$ cat src/rtl/hpil_pkg.sv
// hpil_pkg: shared types, constants and the hex digit decode for the hex page image loader.
// No dependencies; every other file in rtl/ imports it.
package hpil_pkg;

  localparam int unsigned CharW = 8;
  localparam int unsigned AddrW = 20;
  localparam int unsigned PageW = 16;
  localparam int unsigned LineW = 8;
  localparam int unsigned ChipW = 3;

  localparam logic [CharW-1:0] CharZero = 8'h30;  // '0'
  localparam logic [CharW-1:0] CharNine = 8'h39;  // '9'
  localparam logic [CharW-1:0] CharEndPage = 8'h78;  // 'x'
  localparam logic [CharW-1:0] CharNextChip = 8'h7a;  // 'z'

  localparam logic [PageW-1:0] PageMask = 16'hff80;
  localparam logic [PageW-1:0] LineMask = 16'h007f;
  localparam logic [AddrW-1:0] AddrOffset = 20'd8;
  localparam logic [ChipW-1:0] ChipLimit = 3'd4;

  typedef struct packed {
    logic [AddrW-1:0] write_address;
    logic [CharW-1:0] write_char;
    logic             chip_overflow;
  } write_req_t;

  // digits decode directly; anything else is (ch - 'a' + 10) mod 16 = (ch + 9) mod 16
  function automatic logic [3:0] hex_nibble(input logic [CharW-1:0] ch);
    logic [3:0] nib;
    if (ch >= CharZero && ch <= CharNine) begin
      nib = ch[3:0];
    end else begin
      nib = ch[3:0] + 4'd9;
    end
    return nib;
  endfunction

endpackage

$ cat src/rtl/hpil_char_if.sv
// hpil_char_if: valid/ready channel carrying one source text character per request.
// Depends on hpil_pkg.
interface hpil_char_if;
  import hpil_pkg::*;

  logic             valid;
  logic             ready;
  logic [CharW-1:0] in_char;

  modport source (output valid, output in_char, input ready);
  modport sink (input valid, input in_char, output ready);
endinterface

$ cat src/rtl/hpil_write_if.sv
// hpil_write_if: valid/ready channel carrying one image write request.
// Depends on hpil_pkg.
interface hpil_write_if;
  import hpil_pkg::*;

  logic             valid;
  logic             ready;
  logic [AddrW-1:0] write_address;
  logic [CharW-1:0] write_char;
  logic             chip_overflow;

  modport source (output valid, output write_address, output write_char,
                  output chip_overflow, input ready);
  modport sink (input valid, input write_address, input write_char,
                input chip_overflow, output ready);
endinterface

$ cat src/rtl/hex_page_image_loader.sv
// hex_page_image_loader: parses a hex text program image one character per cycle while
// writes does not stall, and issues byte writes into the program image.
//
// Channels: chars (sink) takes one ASCII character per request; writes (source) gives
// at most one write request per character: write_address, write_char and
// chip_overflow (set, with address and data zero, once more than four chip markers
// have been seen). Page digits, line digits and separators give no request.
//
// Path: a character accepted on chars passes the input register and then the result
// register before its write request shows on writes.
// Throughput: one character per cycle while writes does not stall; the parser state
// update is a single register step, so back-to-back characters flow with no bubbles.
//
// Reset (rst, synchronous) returns the parser to the page digit phase with page, line
// and chip count at zero and drops any pending request.
// When writes stalls, the result register holds its request; the input register
// still moves on characters that give no request, and chars.ready drops only when a
// character waiting in the input register needs the occupied result register.
// Depends on hpil_pkg, hpil_char_if, hpil_write_if, hpil_parser, hpil_out_reg.
module hex_page_image_loader (
  input logic         clk,
  input logic         rst,
  hpil_char_if.sink   chars,
  hpil_write_if.source writes
);
  import hpil_pkg::*;

  logic             in_valid;
  logic [CharW-1:0] in_char_q;
  logic             out_free;
  logic             advance;
  logic             req_valid;
  write_req_t       req;

  assign advance = in_valid && (out_free || !req_valid);
  assign chars.ready = !in_valid || advance;

  always_ff @(posedge clk) begin
    if (rst) begin
      in_valid <= 1'b0;
    end else if (chars.ready) begin
      in_valid <= chars.valid;
    end
  end

  always_ff @(posedge clk) begin
    if (chars.ready && chars.valid) begin
      in_char_q <= chars.in_char;
    end
  end

  hpil_parser u_parser (
    .clk       (clk),
    .rst       (rst),
    .step      (advance),
    .ch        (in_char_q),
    .req_valid (req_valid),
    .req       (req)
  );

  hpil_out_reg u_out (
    .clk  (clk),
    .rst  (rst),
    .load (advance && req_valid),
    .data (req),
    .free (out_free),
    .wr   (writes)
  );

endmodule

$ cat src/rtl/hpil_parser.sv
// hpil_parser: record parser state (phase, digit position, page, line, chip) and the
// combinational write request for the current character. Depends on hpil_pkg.
module hpil_parser (
  input  logic                      clk,
  input  logic                      rst,
  input  logic                      step,
  input  logic [hpil_pkg::CharW-1:0] ch,
  output logic                      req_valid,
  output hpil_pkg::write_req_t      req
);
  import hpil_pkg::*;

  typedef enum logic [2:0] {
    PH_PAGE = 3'd0,
    PH_LINE = 3'd1,
    PH_DATA = 3'd2,
    PH_SEP  = 3'd3,
    PH_X    = 3'd4
  } phase_t;

  phase_t           phase, phase_next;
  logic [1:0]       digit_count, digit_count_next;
  logic [PageW-1:0] page_value, page_value_next;
  logic [LineW-1:0] line_value, line_value_next;
  logic [ChipW-1:0] chip_count, chip_count_next;

  logic [3:0]       nib;
  logic [PageW-1:0] base;
  logic [AddrW-1:0] base_x10;

  function automatic logic [PageW-1:0] page_insert(input logic [PageW-1:0] pg,
                                                   input logic [1:0] pos,
                                                   input logic [3:0] n);
    logic [PageW-1:0] r;
    case (pos)
      2'd0: r = {n, 12'h000};
      2'd1: r = {pg[15:12], n, pg[7:0]};
      2'd2: r = {pg[15:8], n, pg[3:0]};
      2'd3: r = {pg[15:4], n};
      default: r = pg;
    endcase
    return r;
  endfunction

  assign nib = hex_nibble(ch);
  assign base = (page_value & PageMask) | ({8'h00, line_value} & LineMask);
  assign base_x10 = {1'b0, base, 3'b000} + {3'b000, base, 1'b0};

  always_comb begin
    phase_next = phase;
    digit_count_next = digit_count;
    page_value_next = page_value;
    line_value_next = line_value;
    chip_count_next = chip_count;
    req_valid = 1'b0;
    req = '0;
    case (phase)
      PH_LINE: begin
        if (digit_count == 2'd0) begin
          line_value_next = {nib, 4'h0};
          digit_count_next = 2'd1;
        end else begin
          line_value_next = {line_value[7:4], nib};
          phase_next = PH_DATA;
          digit_count_next = 2'd0;
        end
      end
      PH_DATA: begin
        req_valid = 1'b1;
        if (chip_count > ChipLimit) begin
          req.chip_overflow = 1'b1;
        end else begin
          req.write_address = base_x10 + AddrOffset - {16'd0, chip_count, 1'b0}
                              + {19'd0, digit_count[0]};
          req.write_char = ch;
        end
        if (!digit_count[0]) begin
          digit_count_next = 2'd1;
        end else begin
          phase_next = PH_SEP;
          digit_count_next = 2'd0;
        end
      end
      PH_SEP: begin
        digit_count_next = 2'd0;
        if (ch == CharEndPage) begin
          phase_next = PH_X;
        end else begin
          // first line digit of the next group
          line_value_next = {nib, 4'h0};
          digit_count_next = 2'd1;
          phase_next = PH_LINE;
        end
      end
      PH_X: begin
        phase_next = PH_PAGE;
        digit_count_next = 2'd0;
        if (ch == CharNextChip) begin
          if (chip_count <= ChipLimit) chip_count_next = chip_count + 3'd1;
        end else begin
          page_value_next = page_insert(page_value, 2'd0, nib);
          digit_count_next = 2'd1;
        end
      end
      default: begin
        phase_next = PH_PAGE;
        page_value_next = page_insert(page_value, digit_count, nib);
        if (digit_count == 2'd3) begin
          phase_next = PH_LINE;
          digit_count_next = 2'd0;
        end else begin
          digit_count_next = digit_count + 2'd1;
        end
      end
    endcase
  end

  always_ff @(posedge clk) begin
    if (rst) begin
      phase <= PH_PAGE;
      digit_count <= 2'd0;
      page_value <= '0;
      line_value <= '0;
      chip_count <= '0;
    end else if (step) begin
      phase <= phase_next;
      digit_count <= digit_count_next;
      page_value <= page_value_next;
      line_value <= line_value_next;
      chip_count <= chip_count_next;
    end
  end

endmodule

$ cat src/rtl/hpil_out_reg.sv
// hpil_out_reg: result register driving the write channel; holds a request while the
// receiver stalls and reports when it can take a new one. Depends on hpil_pkg, hpil_write_if.
module hpil_out_reg (
  input  logic                 clk,
  input  logic                 rst,
  input  logic                 load,
  input  hpil_pkg::write_req_t data,
  output logic                 free,
  hpil_write_if.source         wr
);
  import hpil_pkg::*;

  logic       valid;
  write_req_t held;

  assign free = !valid || wr.ready;

  always_ff @(posedge clk) begin
    if (rst) begin
      valid <= 1'b0;
    end else if (load) begin
      valid <= 1'b1;
    end else if (wr.ready) begin
      valid <= 1'b0;
    end
  end

  always_ff @(posedge clk) begin
    if (load) begin
      held <= data;
    end
  end

  assign wr.valid = valid;
  assign wr.write_address = held.write_address;
  assign wr.write_char = held.write_char;
  assign wr.chip_overflow = held.chip_overflow;

endmodule
$ cat src/flat_wrapper.sv
// flat-port wrapper written by rule: the top's interface ports become plain ports
module hex_page_image_loader_flat import hpil_pkg::*;
  (clk, rst, chars_valid, chars_in_char, chars_ready, writes_valid, writes_write_address, writes_write_char, writes_chip_overflow, writes_ready);
  hpil_char_if chars_i ();
  hpil_write_if writes_i ();
  input logic clk;
  input logic rst;
  input wire logic [$bits(chars_i.valid)-1:0] chars_valid;
  input wire logic [$bits(chars_i.in_char)-1:0] chars_in_char;
  output wire logic [$bits(chars_i.ready)-1:0] chars_ready;
  output wire logic [$bits(writes_i.valid)-1:0] writes_valid;
  output wire logic [$bits(writes_i.write_address)-1:0] writes_write_address;
  output wire logic [$bits(writes_i.write_char)-1:0] writes_write_char;
  output wire logic [$bits(writes_i.chip_overflow)-1:0] writes_chip_overflow;
  input wire logic [$bits(writes_i.ready)-1:0] writes_ready;
  assign chars_i.valid = chars_valid;
  assign chars_i.in_char = chars_in_char;
  assign chars_ready = chars_i.ready;
  assign writes_valid = writes_i.valid;
  assign writes_write_address = writes_i.write_address;
  assign writes_write_char = writes_i.write_char;
  assign writes_chip_overflow = writes_i.chip_overflow;
  assign writes_i.ready = writes_ready;
  hex_page_image_loader u_core (.clk(clk), .rst(rst), .chars(chars_i), .writes(writes_i));
endmodule
$ cat config.mk
export PLATFORM = sky130hd
export DESIGN_NAME = hex_page_image_loader_flat
export DESIGN_NICKNAME = d
export VERILOG_FILES = /design/src/rtl/hpil_pkg.sv /design/src/rtl/hpil_char_if.sv /design/src/rtl/hpil_write_if.sv /design/src/rtl/hex_page_image_loader.sv /design/src/rtl/hpil_parser.sv /design/src/rtl/hpil_out_reg.sv /design/src/flat_wrapper.sv
export SDC_FILE = /design/constraint.sdc
export NUM_CORES = 1
export LEC_CHECK = 0
export BUFFER_PORTS_ARGS = -buffer_cell sky130_fd_sc_hd__buf_2
export CORE_MARGIN = 5
export CORE_UTILIZATION = 66
export CTS_BUF_LIST = sky130_fd_sc_hd__clkbuf_8
export CTS_CLUSTER_SIZE = 14
export DETAILED_ROUTE_END_ITERATION = 6
export HOLD_SLACK_MARGIN = 0.15
export MAX_ROUTING_LAYER = met4
export PLACE_DENSITY_LB_ADDON = 0.1
export SYNTH_ARGS = -nofsm -noshare
export SYNTH_HDL_FRONTEND = slang
export SYNTH_SLANG_ARGS = --single-unit
$ cat constraint.sdc
create_clock -name clk -period 8.69 [get_ports clk]
set_clock_uncertainty 0.05 [all_clocks]
set_input_delay 0.4345 -clock clk [delete_from_list [all_inputs] [get_ports clk]]
set_output_delay 0.4345 -clock clk [all_outputs]
set_load 0.01 [all_outputs]
==> results_dict.tcl <==
set metrics [dict create \
    antenna_left 0 \
    totalWireLength_um 8820 \
    crit_required_ns 8.74 \
    drt_first_iter_violations 92 \
    yosysWarnings 0 \
    synth_cell_types 66 \
    rsz0062_at_grt "false" \
    syn-instance-count 439 \
    synth_async_sr_flop_share_pct 0 \
    ys.flop_type "edfxtp_1" \
    coreArea_mm2 0.00628 \
    hold_viol 0 \
    critical_path.startpoint "u_core.u_parser.line_value[0]" \
    area_growth_pct 10.9 \
    fin_nets 553 \
    htreeDepth 3 \
    setup_tns_ns 0 \
    diodes 0 \
    clk_pin_slew_worst_paths_ns 0.08 \
    leakagePower_nw 2.05 \
    gp_congestion 0.883 \
    portBuffers 42 \
    status "complete, no violations" \
    drtPass1Iterations 4 \
    viasPerCell 5.95 \
    io-pin-count 43 \
    worstReg2RegStart "u_core.u_parser.line_value[0]" \
    endpoint "u_core.u_out.wr.write_address[13]" \
    ctsRootBufferMaster "clkbuf_8" \
    min_period_ns 3.19 \
    hold_slack_ns 0.200 \
    via_count 3340 \
    setup_viol 0 \
    worst_slew_pin_slew_ns 0.790 \
    cap_violations 0 \
    reg2reg_to "u_core.u_out.wr.write_address[13]" \
    yosys_register_bits 63 \
    dpl_cell_area_mm2 0.00448 \
    drive_gt1_share_pct 15.7 \
    die_h_um 90 \
    final_area_mm2 0.00469 \
    synth-seq-area-share_pct 38.6 \
    hpwl_um 6420 \
    cts_buffer_depth 2 \
    multiInputGateArea_mm2 0.00230 \
    min_from "chars_in_char[4]" \
    ff_latch_area_mm2 0.00163 \
    die_x_um 90 \
    place_ws_ns 5.52 \
    routedWlPerCell_um 15.7 \
    die-area_mm2 0.00810 \
    syn_area_mm2 0.00422 \
    fmax_ghz 0.313 \
    peakVddDrop_uv 126 \
    overflow 0 \
    cp-start-kind "flop" \
    ff2ff_path_depth 10 \
    cp_slowest_cell "fa_1" \
    cp_max_fo 5 \
    cts_tree "built" \
    synth_edf_count 37 \
    hold_buffers 0 \
    mostFrequentLayoutCells "ha_1 (60), inv_1 (59), buf_2 (42)" \
    fin_ws_ns 5.50 \
    grt_pass1_wl_um 14900 \
    final_common_cell "ha_1" \
    cts_resized 0 \
    maxSlewHeadroom_pct 47.2 \
    start_util_pct 67.3 \
    rows 29 \
    power_density_mw_per_mm2 147 \
    end_kind "flop" \
    cts.sinks 63 \
    final-max-slew-violation-count 0 \
    hp-class "primary input to flop" \
    grt_antenna_before_repair 0 \
    synth_area_per_cell_um2 9.62 \
    period_share_pct 36.7 \
    drc_errors 0 \
    grt_max_degree 29 \
    critical_path_arrival_ns 3.24 \
    worst_path_largest_cell_delay_ns 0.50 \
    grt_pass1_vias 3300 \
    clkLatencyLatePin_ns 0.35 \
    syn_nets 513 \
    r2r_slack_ns 5.50 \
    finalPower_uw 688 \
    crit_chain "inv_1 -> ha_1 -> inv_1 -> fa_1 -> ha_1 -> a211oi_1 -> o21bai_1 -> o211ai_1 -> o2111a_1 -> or3_1" \
    grt_use_total_pct 22.9 \
    n_fill_cell 445 \
    cts_buffers 9 \
    post_cts_buffers 0 \
    crit_type "flop to flop" \
]
==> layer usage <==
layer | vias to the layer above | track usage (%) | share of wire (%)
met3 | 25 | 6.34 | 6.1
li1 | 1653 | - | -
met5 | - | - | 0
met2 | 115 | 37.9 | 51
met1 | 1547 | 25.7 | 40
met4 | 0 | 10.8 | 3.0
==> registers in the layout, summed over array words and instances, names as in the netlist, 2 cells and up <==
signal / flops
u_core.u_out.wr.write_char: 8
u_core.u_parser.phase: 3
u_core.u_parser.line_value: 7
u_core.in_char_q: 8
u_core.u_out.wr.write_address: 20
u_core.u_parser.digit_count: 2
u_core.u_parser.chip_count: 3
u_core.u_parser.page_value: 9
==> cells in the mapped netlist, types with 2 or more instances <==
library cell,number,area (um2)
nor4_1,2,12.5
o32ai_1,2,17.5
or4_1,2,15.0
nand4_1,7,43.8
nor3b_1,5,37.5
nor2_1,33,124
or3_1,2,12.5
a21o_1,4,30.0
o211a_1,2,20.0
nor2b_1,5,31.3
o21ba_2,2,20.0
o221ai_1,2,17.5
fa_1,2,40.0
buf_4,2,15.0
a211oi_1,6,45.0
dfxtp_1,26,521
mux2i_1,3,30.0
clkbuf_1,9,33.8
buf_2,2,10.0
inv_1,59,221
o21ai_0,17,85.1
xor2_1,6,52.6
nand3_1,6,30.0
nand3b_1,3,22.5
nand2_1,25,93.8
o2bb2ai_1,8,70.1
a31oi_1,2,12.5
o21bai_1,3,22.5
a221oi_1,2,17.5
xnor2_1,7,61.3
and3_1,10,62.6
and2_1,3,18.8
o21a_1,4,30.0
o211ai_1,2,15.0
ha_1,60,751
nand2b_1,3,18.8
edfxtp_1,37,1110
nor3_1,12,60.1
a21oi_1,25,125
==> critical path, delay by kind of cell (launching register included) <==
| family | cells | cell delay, ns |
|---|---|---|
| flops | 1 | 0.36 |
| simple gates | 1 | 0.35 |
| fa+ha+maj | 3 | 1.10 |
| buf+inv | 2 | 0.10 |
| compound gates | 4 | 0.97 |
==> cell families (layout without fill, tap and decap cells) <==
family	count (synthesis)	count (layout)	synth area share [%]
mux	4	4	0.977
compound gates	93	93	15.0
simple gates	129	129	17.0
fa+ha+maj	62	62	18.7
flops	63	63	38.6
xor+xnor	13	13	2.70
buf+inv	75	120	6.93
==> area by class of cell <==
cell class / instances / area share (%)
Clock buffer: 9 / 2.64
Clock inverter: 7 / 1.74
Inverter: 60 / 4.81
Multi-Input combinational cell: 301 / 49.1
Sequential cell: 63 / 34.8
Tap cell: 77 / 2.06
Timing Repair Buffer: 44 / 4.81
==> how the worst min path moves through the flow <==
| stage | endpoint | slack [ns] | cells after the start |
|---|---|---|---|
| after floorplan | u_core.u_parser.line_value[3] | 0.38 | 2 |
| after global placement | u_core.u_parser.line_value[3] | 0.39 | 2 |
| after detailed placement | u_core.u_parser.page_value[9] | 0.40 | 1 |
| after CTS | u_core.in_char_q[6] | 0.19 | 1 |
| after global routing | u_core.in_char_q[3] | 0.18 | 1 |
| final | u_core.in_char_q[4] | 0.20 | 1 |
==> power by group <==
| group | internal [mW] | total (mW) | switching, mW |
|---|---|---|---|
| combinational | 0.0376 | 0.0953 | 0.0577 |
| sequential | 0.317 | 0.322 | 0.00451 |
| clock | 0.136 | 0.271 | 0.135 |
==> per-stage QoR <==
stage / instances / util, %
after floorplan: 439 / -
after global placement: 545 / 71.4
after detailed placement: 545 / 71.4
after CTS: 561 / 74.6
after global routing: 561 / 74.6
final: 561 / 74.6
Power figures use the tool's default switching activity.
